**src/design/ppc_pkg.sv**
```systemverilog
// ppc_pkg: types and constants of the preamp panel controller
// event codes, modes, remote command codes, register map and item payloads
// used by the interfaces, the top level and the checker
package ppc_pkg;

  typedef enum logic [2:0] {
    ACT_TICK       = 3'd0,
    ACT_KNOB_UP    = 3'd1,
    ACT_KNOB_DOWN  = 3'd2,
    ACT_BUTTON     = 3'd3,
    ACT_REMOTE     = 3'd4,
    ACT_POWER_FAIL = 3'd5
  } action_t;

  typedef enum logic [1:0] {
    MODE_RUN    = 2'd0,
    MODE_SELECT = 2'd1,
    MODE_OFF    = 2'd2
  } mode_t;

  // remote commands on the amplifier address
  localparam logic [5:0] CMD_PHONO    = 6'd1;
  localparam logic [5:0] CMD_TUNER    = 6'd3;
  localparam logic [5:0] CMD_DISC     = 6'd7;
  localparam logic [5:0] CMD_MEDIA    = 6'd8;
  localparam logic [5:0] CMD_MUTE     = 6'd13;
  localparam logic [5:0] CMD_VOL_UP   = 6'd16;
  localparam logic [5:0] CMD_VOL_DOWN = 6'd17;
  localparam logic [5:0] CMD_LIGHT    = 6'd59;
  // remote command on the player address
  localparam logic [5:0] CMD_PLAY     = 6'd53;

  localparam logic [2:0] SRC_PHONO = 3'd1;
  localparam logic [2:0] SRC_MEDIA = 3'd2;
  localparam logic [2:0] SRC_DISC  = 3'd3;
  localparam logic [2:0] SRC_TUNER = 3'd4;

  // register map, index = paddr[3:2]
  localparam logic [1:0] REG_TIMEOUT = 2'd0;
  localparam logic [1:0] REG_AMP     = 2'd1;
  localparam logic [1:0] REG_PLAYER  = 2'd2;
  localparam logic [1:0] REG_START   = 2'd3;

  localparam logic [15:0] TIMEOUT_RESET = 16'd5000;
  localparam logic [4:0]  AMP_RESET     = 5'h10;
  localparam logic [4:0]  PLAYER_RESET  = 5'h14;
  localparam logic [2:0]  START_RESET   = 3'd1;

  typedef struct packed {
    logic [2:0] action;
    logic       rc_toggle;
    logic [4:0] rc_address;
    logic [5:0] rc_command;
  } in_item_t;

  typedef struct packed {
    logic signed [9:0] volume_step;
    logic [2:0]        source_now;
    logic              source_changed;
    logic              muted_now;
    logic              backlight_on;
    logic [1:0]        mode_now;
    logic              gain_write;
    logic              mute_write;
    logic              save_request;
  } out_item_t;

endpackage

```
**src/design/ppc_if.sv**
```systemverilog
// ppc_if: valid/ready channels of the preamp panel controller
// event channel and result channel; payload types from ppc_pkg
interface ppc_in_if;
  logic               valid;
  logic               ready;
  ppc_pkg::in_item_t  data;
  modport source (output valid, output data, input ready);
  modport sink   (input valid, input data, output ready);
endinterface

interface ppc_out_if;
  logic               valid;
  logic               ready;
  ppc_pkg::out_item_t data;
  modport source (output valid, output data, input ready);
  modport sink   (input valid, input data, output ready);
endinterface

```
**src/design/preamp_panel_controller.sv**
```systemverilog
// preamp_panel_controller: event-driven front panel control core
// depends on ppc_pkg and the channel interfaces in ppc_if.sv
//
// One event item per clock cycle unless the result side stalls. An accepted event
// updates the panel state and its result item is in the output register in the
// cycle after; a new event is taken in every cycle in which the output register
// is empty or being read, so the rate is set only by the single result register
// on the output side. The apb registers are written in the access cycle and take
// effect on the next event; writing start_source also reloads the current source.
module preamp_panel_controller #(
  parameter int VOLUME_STEPS = 447,
  parameter int NUM_SOURCES  = 4
) (
  input  logic             clk,
  input  logic             rst,
  ppc_in_if.sink           evt,
  ppc_out_if.source        res,
  input  logic             psel,
  input  logic             penable,
  input  logic             pwrite,
  input  logic [3:0]       paddr,
  input  logic [31:0]      pwdata,
  output logic [31:0]      prdata,
  output logic             pready
);

  localparam logic signed [9:0] VOL_MIN = 10'(-VOLUME_STEPS);
  localparam logic [2:0]        SRC_MAX = 3'(NUM_SOURCES);

  function automatic logic [2:0] start_value(input logic [2:0] v);
    if (v >= 3'd1 && v <= SRC_MAX) begin
      return v;
    end
    return 3'd1;
  endfunction

  // configuration
  logic [15:0] timeout_ticks;
  logic [4:0]  amp_address;
  logic [4:0]  player_address;
  logic [2:0]  start_source;

  // panel state
  logic signed [9:0] volume_reg;
  logic [2:0]        source_reg;
  logic              muted_flag;
  logic              light_flag;
  ppc_pkg::mode_t    mode_reg;
  logic              last_toggle;
  logic [15:0]       idle_count;

  logic signed [9:0] volume_next;
  logic [2:0]        source_next;
  logic              muted_next;
  logic              light_next;
  ppc_pkg::mode_t    mode_next;
  logic              toggle_next;
  logic [15:0]       idle_next;
  logic              gain_w;
  logic              mute_w;
  logic              src_chg;
  logic              save;
  logic              fresh;

  logic               out_valid;
  ppc_pkg::out_item_t out_data;
  logic               accept;
  logic               cfg_write;

  assign pready    = 1'b1;
  assign cfg_write = psel && penable && pwrite;
  assign evt.ready = !out_valid || res.ready;
  assign accept    = evt.valid && evt.ready;
  assign res.valid = out_valid;
  assign res.data  = out_data;

  always_comb begin
    case (paddr[3:2])
      ppc_pkg::REG_TIMEOUT: prdata = {16'd0, timeout_ticks};
      ppc_pkg::REG_AMP:     prdata = {27'd0, amp_address};
      ppc_pkg::REG_PLAYER:  prdata = {27'd0, player_address};
      ppc_pkg::REG_START:   prdata = {29'd0, start_source};
      default:              prdata = 32'd0;
    endcase
  end

  always_comb begin
    volume_next = volume_reg;
    source_next = source_reg;
    muted_next  = muted_flag;
    light_next  = light_flag;
    mode_next   = mode_reg;
    toggle_next = last_toggle;
    idle_next   = idle_count;
    gain_w      = 1'b0;
    mute_w      = 1'b0;
    src_chg     = 1'b0;
    save        = 1'b0;
    fresh       = evt.data.rc_toggle != last_toggle;

    case (evt.data.action)
      ppc_pkg::ACT_TICK: begin
        if (mode_reg == ppc_pkg::MODE_SELECT) begin
          if (idle_count >= timeout_ticks) begin
            mode_next = ppc_pkg::MODE_RUN;
            idle_next = 16'd0;
          end else begin
            idle_next = idle_count + 16'd1;
          end
        end
      end
      ppc_pkg::ACT_KNOB_UP: begin
        if (mode_reg == ppc_pkg::MODE_RUN) begin
          if (volume_reg < 10'sd0) begin
            if (muted_flag) begin
              light_next = 1'b1;
              muted_next = 1'b0;
            end
            volume_next = volume_reg + 10'sd1;
            gain_w      = 1'b1;
          end
        end else if (mode_reg == ppc_pkg::MODE_SELECT) begin
          idle_next   = 16'd0;
          source_next = (source_reg < SRC_MAX) ? source_reg + 3'd1 : 3'd1;
          src_chg     = 1'b1;
        end
      end
      ppc_pkg::ACT_KNOB_DOWN: begin
        if (mode_reg == ppc_pkg::MODE_RUN) begin
          if (volume_reg > VOL_MIN) begin
            if (muted_flag) begin
              light_next = 1'b1;
              muted_next = 1'b0;
            end
            volume_next = volume_reg - 10'sd1;
            gain_w      = 1'b1;
          end
        end else if (mode_reg == ppc_pkg::MODE_SELECT) begin
          idle_next   = 16'd0;
          source_next = (source_reg > 3'd1) ? source_reg - 3'd1 : SRC_MAX;
          src_chg     = 1'b1;
        end
      end
      ppc_pkg::ACT_BUTTON: begin
        if (mode_reg == ppc_pkg::MODE_RUN) begin
          mode_next = ppc_pkg::MODE_SELECT;
          idle_next = 16'd0;
        end
      end
      ppc_pkg::ACT_REMOTE: begin
        toggle_next = evt.data.rc_toggle;
        if (evt.data.rc_address == amp_address) begin
          case (evt.data.rc_command)
            ppc_pkg::CMD_PHONO, ppc_pkg::CMD_TUNER, ppc_pkg::CMD_DISC,
            ppc_pkg::CMD_MEDIA: begin
              if (fresh) begin
                // source pick wakes the panel if the light is off
                if (!light_flag) begin
                  light_next = 1'b1;
                  muted_next = 1'b0;
                  gain_w     = 1'b1;
                end
                case (evt.data.rc_command)
                  ppc_pkg::CMD_PHONO: source_next = ppc_pkg::SRC_PHONO;
                  ppc_pkg::CMD_TUNER: source_next = ppc_pkg::SRC_TUNER;
                  ppc_pkg::CMD_DISC:  source_next = ppc_pkg::SRC_DISC;
                  default:            source_next = ppc_pkg::SRC_MEDIA;
                endcase
                src_chg = 1'b1;
              end
            end
            ppc_pkg::CMD_MUTE: begin
              if (fresh) begin
                if (muted_flag) begin
                  light_next = 1'b1;
                  muted_next = 1'b0;
                  gain_w     = 1'b1;
                end else begin
                  muted_next = 1'b1;
                  mute_w     = 1'b1;
                end
              end
            end
            ppc_pkg::CMD_VOL_UP: begin
              if (muted_flag) begin
                light_next = 1'b1;
                muted_next = 1'b0;
                gain_w     = 1'b1;
              end
              if (volume_reg < 10'sd0) begin
                volume_next = volume_reg + 10'sd1;
                gain_w      = 1'b1;
              end
            end
            ppc_pkg::CMD_VOL_DOWN: begin
              if (muted_flag) begin
                light_next = 1'b1;
                muted_next = 1'b0;
                gain_w     = 1'b1;
              end
              if (volume_reg > VOL_MIN) begin
                volume_next = volume_reg - 10'sd1;
                gain_w      = 1'b1;
              end
            end
            ppc_pkg::CMD_LIGHT: begin
              if (fresh) begin
                if (light_flag) begin
                  light_next = 1'b0;
                  muted_next = 1'b1;
                  mute_w     = 1'b1;
                end else begin
                  light_next = 1'b1;
                  muted_next = 1'b0;
                  gain_w     = 1'b1;
                end
              end
            end
            default: begin
            end
          endcase
        end else if (evt.data.rc_address == player_address) begin
          if (fresh && evt.data.rc_command == ppc_pkg::CMD_PLAY) begin
            source_next = ppc_pkg::SRC_DISC;
            src_chg     = 1'b1;
          end
        end
      end
      ppc_pkg::ACT_POWER_FAIL: begin
        save       = 1'b1;
        light_next = 1'b0;
        muted_next = 1'b1;
        mute_w     = 1'b1;
        mode_next  = ppc_pkg::MODE_OFF;
      end
      default: begin
      end
    endcase
  end

  always_ff @(posedge clk) begin
    if (rst) begin
      timeout_ticks  <= ppc_pkg::TIMEOUT_RESET;
      amp_address    <= ppc_pkg::AMP_RESET;
      player_address <= ppc_pkg::PLAYER_RESET;
      start_source   <= ppc_pkg::START_RESET;
      volume_reg     <= VOL_MIN;
      source_reg     <= start_value(ppc_pkg::START_RESET);
      muted_flag     <= 1'b0;
      light_flag     <= 1'b1;
      mode_reg       <= ppc_pkg::MODE_RUN;
      last_toggle    <= 1'b0;
      idle_count     <= 16'd0;
      out_valid      <= 1'b0;
    end else begin
      if (accept) begin
        volume_reg  <= volume_next;
        muted_flag  <= muted_next;
        light_flag  <= light_next;
        mode_reg    <= mode_next;
        last_toggle <= toggle_next;
        idle_count  <= idle_next;
        out_valid   <= 1'b1;
      end else if (res.ready) begin
        out_valid <= 1'b0;
      end
      // a start_source write reloads the current source
      if (cfg_write && paddr[3:2] == ppc_pkg::REG_START) begin
        source_reg <= start_value(pwdata[2:0]);
      end else if (accept) begin
        source_reg <= source_next;
      end
      if (cfg_write) begin
        case (paddr[3:2])
          ppc_pkg::REG_TIMEOUT: timeout_ticks  <= pwdata[15:0];
          ppc_pkg::REG_AMP:     amp_address    <= pwdata[4:0];
          ppc_pkg::REG_PLAYER:  player_address <= pwdata[4:0];
          ppc_pkg::REG_START:   start_source   <= pwdata[2:0];
          default: begin
          end
        endcase
      end
    end
  end

  // result register, no reset needed on the payload
  always_ff @(posedge clk) begin
    if (accept) begin
      out_data.volume_step    <= volume_next;
      out_data.source_now     <= source_next;
      out_data.source_changed <= src_chg;
      out_data.muted_now      <= muted_next;
      out_data.backlight_on   <= light_next;
      out_data.mode_now       <= mode_next;
      out_data.gain_write     <= gain_w;
      out_data.mute_write     <= mute_w;
      out_data.save_request   <= save;
    end
  end

endmodule

```
**src/flat_wrapper.sv**
```systemverilog
// flat-port wrapper written by rule: the top's interface ports become plain ports
module preamp_panel_controller_flat 
#(
  parameter int VOLUME_STEPS = 447,
  parameter int NUM_SOURCES  = 4
)
  (clk, rst, psel, penable, pwrite, paddr, pwdata, prdata, pready, evt_valid, evt_data, evt_ready, res_valid, res_data, res_ready);
  ppc_in_if evt_i ();
  ppc_out_if res_i ();
  input  logic clk;
  input  logic rst;
  input  logic psel;
  input  logic penable;
  input  logic pwrite;
  input  logic [3:0] paddr;
  input  logic [31:0] pwdata;
  output logic [31:0] prdata;
  output logic pready;
  input wire logic [$bits(evt_i.valid)-1:0] evt_valid;
  input wire logic [$bits(evt_i.data)-1:0] evt_data;
  output wire logic [$bits(evt_i.ready)-1:0] evt_ready;
  output wire logic [$bits(res_i.valid)-1:0] res_valid;
  output wire logic [$bits(res_i.data)-1:0] res_data;
  input wire logic [$bits(res_i.ready)-1:0] res_ready;
  assign evt_i.valid = evt_valid;
  assign evt_i.data = evt_data;
  assign evt_ready = evt_i.ready;
  assign res_valid = res_i.valid;
  assign res_data = res_i.data;
  assign res_i.ready = res_ready;
  preamp_panel_controller #(.VOLUME_STEPS(VOLUME_STEPS), .NUM_SOURCES(NUM_SOURCES)) u_core (.clk(clk), .rst(rst), .evt(evt_i), .res(res_i), .psel(psel), .penable(penable), .pwrite(pwrite), .paddr(paddr), .pwdata(pwdata), .prdata(prdata), .pready(pready));
endmodule
```
**config.mk**
```make
export PLATFORM = sky130hd
export DESIGN_NAME = preamp_panel_controller_flat
export DESIGN_NICKNAME = d
export VERILOG_FILES = /design/src/design/ppc_pkg.sv /design/src/design/ppc_if.sv /design/src/design/preamp_panel_controller.sv /design/src/flat_wrapper.sv
export SDC_FILE = /design/constraint.sdc
export NUM_CORES = 1
export LEC_CHECK = 0
export BUFFER_PORTS_ARGS = -buffer_cell sky130_fd_sc_hd__buf_2
export CAP_MARGIN = 15
export CORE_AREA = 10 10 134 136
export CTS_CLUSTER_DIAMETER = 120
export CTS_CLUSTER_SIZE = 12
export DETAILED_ROUTE_END_ITERATION = 6
export DIE_AREA = 0 0 144 146
export SLEW_MARGIN = 15
export SYNTH_ARGS = -nofsm -noshare
export SYNTH_HDL_FRONTEND = slang
export SYNTH_SLANG_ARGS = --single-unit
export TNS_END_PERCENT = 100
```
**constraint.sdc**
```tcl
create_clock -name clk -period 5.2 [get_ports clk]
set_input_delay 1.04 -clock clk [delete_from_list [all_inputs] [get_ports clk]]
set_output_delay 1.04 -clock clk [all_outputs]
set_load 0.05 [all_outputs]
```
== Word level (Yosys, flattened, before mapping) ==
Index checks and enable logic that the tools add are counted.

* Bits in registers: 85
* Input port bits: 58
* Output and inout bits: 56
* Word-level logic and storage cells: 173

* $add $sub $neg: 5
* Magnitude comparators: 7
* Equality and inequality tests: 25
* Muxes and demuxes: 91
* Reduce and logical (&&, ||, !) cells: 24

{| class="wikitable"
|+ Operators with widths
! operator !! number
|-
| 32-bit one-hot mux with 4 select lines || 1
|-
| 16-bit 2-to-1 mux || 5
|-
| 10-bit 2-to-1 mux || 5
|-
| 16-bit one-hot mux with 3 select lines || 1
|-
| 1-bit 2-to-1 mux || 47
|-
| 3-bit 2-to-1 mux || 15
|-
| 10-bit one-hot mux with 3 select lines || 1
|-
| 1-bit one-hot mux with 4 select lines || 5
|-
| 10-bit one-hot mux with 2 select lines || 1
|-
| 3-bit one-hot mux with 3 select lines || 2
|-
| 16-bit by 1-bit adder with 16-bit output, second input constant || 1
|-
| 16-bit >= comparator || 1
|-
| 6-bit by 4-bit equality test with 1-bit output, second input constant || 2
|-
| 6-bit by 5-bit equality test with 1-bit output, second input constant || 2
|-
| 6-bit equality test, second input constant || 2
|-
| 10-bit by 2-bit adder with 10-bit output, second input constant || 1
|-
| 5-bit equality test || 2
|-
| 10-bit greater-than comparator, second input constant || 1
|-
| 10-bit by 1-bit less-than comparator with 1-bit output, second input constant || 1
|-
| 2-bit AND reduction || 5
|-
| 10-bit by 2-bit subtractor with 10-bit output, second input constant || 1
|-
| 3-bit by 2-bit equality test with 1-bit output, second input constant || 2
|-
| 3-bit equality test, second input constant || 2
|-
| 6-bit by 1-bit equality test with 1-bit output, second input constant || 1
|-
| 29 further kinds || 45
|}

== Longest topological paths before layout ==
Gate-level depths: netlist (run 1).

* Depth in word-level cells: 8
* Depth in mapped cells: 9
* Gate-level depth less buffers: 8

== Worst setup path after synthesis (run 1) ==
No wires, ideal clock.

* Path kind: in2out
* From: in paddr[2]
* To: out prdata[3]
* Data arrival time: 2.628 ns
* Data required time: 4.160 ns
* Path slack: 1.532 ns
* Stages on the path: 3
* Buffers on the path: 1
* Cell sequence: clkbuf_1 mux2i_1 o21ai_0

* Word-level cells in the longest chain between the ends: 2

{| class="wikitable"
|+ Ends and longest elaborated chain
! item !! line !! source
|-
| start, declared || flat_wrapper.sv:15 || <nowiki>input logic [3:0] paddr;</nowiki>
|-
| 2-bit equality test (tied with other cells) || preamp_panel_controller.sv:78 || <nowiki>case (paddr[3:2])</nowiki>
|-
| 32-bit one-hot mux with 4 select lines (*) || preamp_panel_controller.sv:78 ||
|-
| end, declared || flat_wrapper.sv:17 || <nowiki>output logic [31:0] prdata;</nowiki>
|}

Mark *: on every way between the ends. The rest lies on a longest branch, timed or not. The select of a mux whose other input is x is not followed.

== Worst setup path in the final report (run 1) ==
* From: in paddr[2]
* To: out prdata[1]

The elaborated chain is that of the path after synthesis.

==> qor.txt, run 1 <==
Status -> complete, no violations
Pre-CTS setup slack -> 1.68 ns
Vias per cell -> 5.84
Post-synth EDFFs -> 21
Die area -> 0.0210 sq mm
Total Routed Length -> 19.3 mm
Sequential fraction of the synthesis area -> 30.5%
Clock Skew -> 0.0109 ns
Drt pass-1 iters -> 5
HP Start -> u_core.timeout_ticks[11]$_SDFFE_PP0P_
P_leak -> 2.60 nW
WL met1 -> 8.24 mm
Reg2reg start -> u_core.volume_reg[9]$_SDFFE_PP1P_
Synth area leader -> dfxtp_1
GR Util All Layers -> 18.5%
Post-DP HPWL -> 14.3 mm
Die width -> 144 um
Crit-path cells -> buf_2 -> mux4_2 -> buf_2
Maximum clock insertion buffer count -> 2
Top-area cell type share of the netlist area -> 20.4%
Startpoint Class -> input pin
Finished Cell Area -> 0.00695 sq mm
CTS sink count -> 85
Gpl congestion -> 0.923
Total congestion overflow -> 0
Slowest Stage Delay on Critical Path -> 0.58 ns
WL met3 -> 1.19 mm
Most frequent CP cell -> buf_2
Vias in the first global route -> 5812
Fin util -> 44.9%
Req. time, crit path -> 4.16 ns
Layout area overhead -> 10.8%
Power share of the combinational group -> 21.8%
Final TNS setup -> 0 ns
Hold endpoint -> u_core.timeout_ticks[11]$_SDFFE_PP0P_
Worst R2R Setup Slack -> 2.17 ns
Reg clk slew, reported paths -> 0.07 ns
Slowest-stage cell, CP -> mux4_2
Max Cap Viol -> 0
Worst hold stages -> 2
Peak supply drop -> 249 uV
Chip height -> 146 um
H-tree Lvls -> 3
Critical Path End Type -> output port
Post-CTS setup repair buffer count -> 0
Detail Route Antenna Nets -> 0
Synthesized flop and latch total -> 85
Post-Place Cell Area -> 0.00664 sq mm
Fraction of layout cells with a size suffix above 1 -> 15.4%
Initial antenna violation count -> 2
DRC viols -> 0
Leading post-synthesis cells by cell area -> dfxtp_1, edfxtp_1, nand2_1
Largest net degree at the start of global routing -> 39
Critical Path AT -> 2.22 ns
Port bufs -> 78
Slew headroom -> 41.3%
Top FF cell, synth -> dfxtp_1
Row cnt -> 46
Post-Syn Instances -> 804
Initial core utilization -> 40.5%
Sw Share -> 33.9%
WHS -> 0.455 ns
RSZ-0062 raised after global routing -> false
Clock power share -> 37.0%
Worst slew pin tran -> 0.876 ns
Worst-skew pair later-pin latency -> 0.36 ns
Fin nets -> 923
First-pass GRT wire length -> 31.4 mm
Final Cycle Share -> 62.7%
Max Fclk -> 0.307 GHz
Synth unique cells -> 78
Routed length per instance -> 18.6 um
Synth warn -> 0
CTS tree -> built
Worst-case reg-to-reg path depth -> 6
CTS root buf -> clkbuf_16
Max FFs per register -> 21
Final Slew Violations -> 0
Final WS setup -> 1.94 ns
Vias -> 6071
Seq pwr share -> 41.2%
Detail Route met2 WL -> 9.58 mm
Fraction of registers with async set/reset -> 0%
Sw power -> 611 uW
CP Class -> in -> out
Initial DRC count -> 502
Top routing layer in use -> met5
Core box area -> 0.0155 sq mm
Crit Reg-Reg Endpoint -> u_core.res.data[2]$_DFFE_PP_
Hold_buf cts -> 0
Final hold violation count -> 0
IO Pins -> 114
Post-Syn Area -> 0.00627 sq mm
PwrDens -> 260 mW/mm^2
Internal power -> 1.19 mW
CP Max Fanout -> 21
Post_cts resized -> 0
Hold WC Path Type -> reg -> reg
Post-route minimum period -> 3.26 ns
Avg Inst Size Synth -> 7.80 sq um
Num CTS Buffers -> 9
# setup viols final -> 0
worst max-delay path by stage:
stage          cells after the start  slack [ns]         from                       endpoint
2_1_floorplan                      3        1.53     paddr[2]                      prdata[3]
3_3_place_gp                       7        1.67  evt_data[1]  u_core.res.data[13]$_DFFE_PP_
3_5_place_dp                       7        1.68  evt_data[1]  u_core.res.data[13]$_DFFE_PP_
4_1_cts                            3        1.93     paddr[2]                      prdata[1]
5_1_grt                            3        1.89     paddr[2]                      prdata[1]
6_report                           3        1.94     paddr[2]                      prdata[1]
worst max-delay path: cells and delay by family:
family | cells | cell delay (ns)
buffers and inverters | 2 | 0.60
multiplexers | 1 | 0.58
logic make-up after synthesis:
group,count (synthesis),share of synthesized area (%)
DFF,85,30.5
other,2,0.120
buffers and inverters,115,8.18
adders and majority gates,24,4.79
xor gates and xnor gates,28,3.91
muxes,17,3.31
and+or+nand+nor,304,24.3
AOI/OAI and AO/OA,229,24.9
per-stage QoR:
stage          std cells  power, mW
4_1_cts             1038       1.82
3_3_place_gp        1022       1.15
6_report            1039       1.80
2_1_floorplan        819       1.05
3_5_place_dp        1022       1.15
5_1_grt             1038       1.88
power by group through the flow:
| stage | Combinational [mW] | Sequential, mW | Clock [mW] |
|---|---|---|---|
| after floorplan | 0.270 | 0.784 | 0 |
| after detailed placement | 0.389 | 0.757 | 0 |
| after global routing | 0.425 | 0.748 | 0.706 |
| after CTS | 0.391 | 0.742 | 0.684 |
| after global placement | 0.389 | 0.758 | 0 |
| final | 0.392 | 0.744 | 0.668 |
Yosys cell counts (5+ instances only):
cell / count
a21o_1: 6
a21oi_1: 60
a22oi_1: 6
a31oi_1: 19
and3_1: 8
buf_1: 5
buf_2: 11
buf_4: 18
clkbuf_1: 38
dfxtp_1: 64
edfxtp_1: 21
ha_1: 24
inv_1: 43
mux2i_1: 14
nand2_1: 83
nand2b_1: 7
nand3_1: 24
nand4_1: 10
nor2_1: 72
nor2b_1: 7
nor3_1: 35
nor3b_1: 5
nor4_1: 8
o2111ai_1: 6
o211ai_1: 14
o21ai_0: 35
o221ai_1: 5
o22ai_1: 5
o2bb2a_1: 5
o31ai_1: 16
or2_2: 5
or3_1: 11
or3b_2: 6
xnor2_1: 11
xor2_1: 17
cell type report:
type,count,area (sq um)
diodes,1,2.50
clock buffers,11,264
clock inverters,5,38.8
fillers,1617,8530
inverters,43,161
multi-input cells,619,3900
flip-flops and latches,85,1910
well taps,192,240
repair buffers,83,428
layer usage:
metal  up-vias  track usage [%]
li1       2985                -
met1      2854             23.1
met2       201             30.9
met3        29             4.31
met4         2             4.70
met5         -                0
cell usage in the layout (no fill, tap or decap), types with 17 or more instances in the layout:
| cell type | count |
|---|---|
| inv_1 | 43 |
| a31oi_1 | 19 |
| nor2_1 | 72 |
| nand3_1 | 24 |
| dfxtp_1 | 64 |
| xor2_1 | 17 |
| buf_2 | 78 |
| ha_1 | 24 |
| nand2_1 | 83 |
| conb_1 | 17 |
| edfxtp_1 | 21 |
| o21ai_0 | 35 |
| nor3_1 | 35 |
| a21oi_1 | 60 |
No activity file was read; power rests on OpenSTA's default activity.
==> inputs of run 2 (changes only) <==
==> constraint.sdc (replaced) <==
create_clock -name clk -period 2.7 [get_ports clk]
set_input_delay 0.54 -clock clk [delete_from_list [all_inputs] [get_ports clk]]
set_output_delay 0.54 -clock clk [all_outputs]
set_load 0.05 [all_outputs]
==> run 2 against run 1 <==
Net effect: die area unchanged; cell count is 5.7% higher; core utilization increased by 2.9 points; clock-buffer cell count decreased by 2; non-clock buffer count grew 59; register-to-register slack lost 2.0 ns; critical path depth grew 4; critical endpoint is now u_core.res.data[19]$_DFFE_PP_; routed wire length rose by 3.9%; clock skew increased by 0.0018 ns.
==> qor.txt, run 2 (synthesized netlist as in run 1, its figures left out) <==
Row cnt -> 46 (unchanged)
Critical path buffer and inverter count -> 1 (-1)
Power share of the combinational group -> 23.9% (+2.1 points)
Layout area overhead -> 17.9%
Die area -> 0.0210 sq mm (unchanged)
RSZ-0062 raised after global routing -> false
# setup viols final -> 0 (unchanged)
Vias -> 6306 (+3.9%)
Final WS setup -> 0.152 ns (-1.79 ns)
Max Fclk -> 0.392 GHz
Fin util -> 47.8% (+2.9 points)
Sw power -> 1.21 mW (+98%)
Most frequent cells in the layout -> nand2_1, buf_2, nor2_1, buf_4, dfxtp_1
CP Max Fanout -> 8 (-62%)
Routed length per instance -> 18.3 um (-1.7%)
Commonest non-fill, non-tap cell in the layout -> nand2_1
Fin nets -> 982 (+6.4%)
H-tree Lvls -> 3 (unchanged)
Initial core utilization -> 40.5% (unchanged)
Port bufs -> 78 (unchanged)
Internal power -> 2.36 mW (+98%)
Die width -> 144 um (unchanged)
Filler cells -> 1592 (-1.5%)
Slew headroom -> 51.3% (+9.9 points)
Post-CTS setup repair buffer count -> 0 (unchanged)
P_leak -> 2.88 nW (+11%)
Final TNS setup -> 0 ns (unchanged)
Total congestion overflow -> 0 (unchanged)
Maximum clock insertion buffer count -> 2 (unchanged)
Post_cts resized -> 0 (unchanged)
Peak supply drop -> 312 uV (+25%)
IO Pins -> 114 (unchanged)
Vias per cell -> 5.74 (-1.7%)
CTS root buf -> clkbuf_16
GR Util All Layers -> 19.3% (+0.80 points)
Clock Skew -> 0.0127 ns (+0.00181 ns)
Num CTS Buffers -> 9 (unchanged)
Sw Share -> 33.9% (about the same)
Final Cycle Share -> 94.4%
Initial antenna violation count -> 1 (-1)
Post-route minimum period -> 2.55 ns
Max Cap Viol -> 0 (unchanged)
Req. time, crit path -> 2.79 ns (-1.37 ns)
Core box area -> 0.0155 sq mm (unchanged)
CP top delay family -> compound AO/OA/AOI/OAI gates
First-pass GRT wire length -> 32.5 mm (+3.3%)
Critical Path AT -> 2.63 ns (+0.41 ns)
Vias in the first global route -> 6046 (+4.0%)
Final Slew Violations -> 0 (unchanged)
PwrDens -> 483 mW/mm^2 (+86%)
Pre-CTS setup slack -> 0.0139 ns (-1.66 ns)
Max FFs per register -> 21 (unchanged)
Slowest Stage Delay on Critical Path -> 0.54 ns (-0.04 ns)
Detail Route Antenna Nets -> 0 (unchanged)
Initial DRC count -> 495 (-1.4%)
CTS tree -> built
Startpoint Class -> flip-flop
Gpl congestion -> 0.925 (+0.23%)
Worst-skew pair later-pin latency -> 0.36 ns (about the same)
Final hold violation count -> 0 (unchanged)
Post-DP HPWL -> 15.4 mm (+7.1%)
Hold WC Path Type -> in -> reg
Crit-path cells -> buf_4 -> nand2_1 -> nor3_1 -> xnor2_1 -> a2111oi_1 -> o22ai_1 -> a21boi_0
CTS sink count -> 85 (unchanged)
Status -> complete, no violations
Chip height -> 146 um (unchanged)
Reg clk slew, reported paths -> 0.08 ns (about the same)
DRC viols -> 0 (unchanged)
Fraction of layout cells with a size suffix above 1 -> 21.0% (+5.6 points)
Hold_buf cts -> 0 (unchanged)
CP Class -> reg -> reg
Largest net degree at the start of global routing -> 31 (-21%)
Clock power share -> 36.8% (-0.2 points)
Drt pass-1 iters -> 5 (unchanged)
Critical Path End Type -> flip-flop
Seq pwr share -> 39.3% (-1.9 points)
Total Routed Length -> 20.1 mm (+3.9%)
Worst slew pin tran -> 0.731 ns (-0.145 ns)
Slowest-stage cell, CP -> a2111oi_1
## run 2: through the flow
stage | hold slack, ns | cells | area, sq um | power [mW]
final | 0.408 | 1098 | 7390 | 3.57
after global placement | 0.442 | 1081 | 7090 | 2.27
after CTS | 0.394 | 1097 | 7390 | 3.59
after detailed placement | 0.445 | 1081 | 7090 | 2.28
after floorplan | 0.433 | 819 | 6330 | 2.03
after global routing | 0.409 | 1097 | 7390 | 3.72
## run 2: area by class of cell
type / instances / area [sq um] / share of cell area [%]
repair buffers: 142 / 871 / 11.8
flip-flops and latches: 85 / 1910 / 25.9
clock inverters: 7 / 78.8 / 1.07
inverters: 43 / 161 / 2.18
well taps: 192 / 240 / 3.25
clock buffers: 9 / 225 / 3.05
diodes: 1 / 2.50 / 0.0338
multi-input cells: 619 / 3900 / 52.8
## run 2: tightest hold or removal path, cell delays in order
cell and delay, ns:
buf_2 0.07, nand2_1 0.04, o211ai_1 0.08
## run 2: routing by layer
layer | vias to the layer above | routed length, um | GRT usage, %
li1 | 3104 | - | -
met1 | 2924 | 8200 | 23.0
met2 | 244 | 9970 | 32.6
met3 | 34 | 1440 | 4.63
met4 | 0 | 468 | 6.69
met5 | - | 0 | 0
## run 2: worst paths after layout
path | start | end | slack, ns | depth (start not counted)
worst min register to register | u_core.timeout_ticks[5]$_SDFFE_PP0P_ | u_core.timeout_ticks[5]$_SDFFE_PP0P_ | 0.46 | 2
worst min-delay path | pwdata[8] | u_core.timeout_ticks[8]$_SDFFE_PP1P_ | 0.41 | 3
worst max register to register | u_core.volume_reg[9]$_SDFFE_PP1P_ | u_core.res.data[19]$_DFFE_PP_ | 0.15 | 7
worst max-delay path | u_core.volume_reg[9]$_SDFFE_PP1P_ | u_core.res.data[19]$_DFFE_PP_ | 0.15 | 7
## run 2: power by group through the flow
stage / clock network (mW) / registers (mW) / logic [mW]
detailed placement: 0 / 1.43 / 0.845
CTS: 1.34 / 1.40 / 0.848
global route: 1.39 / 1.41 / 0.922
finish: 1.31 / 1.40 / 0.853
floorplan: 0 / 1.51 / 0.521
global placement: 0 / 1.43 / 0.842
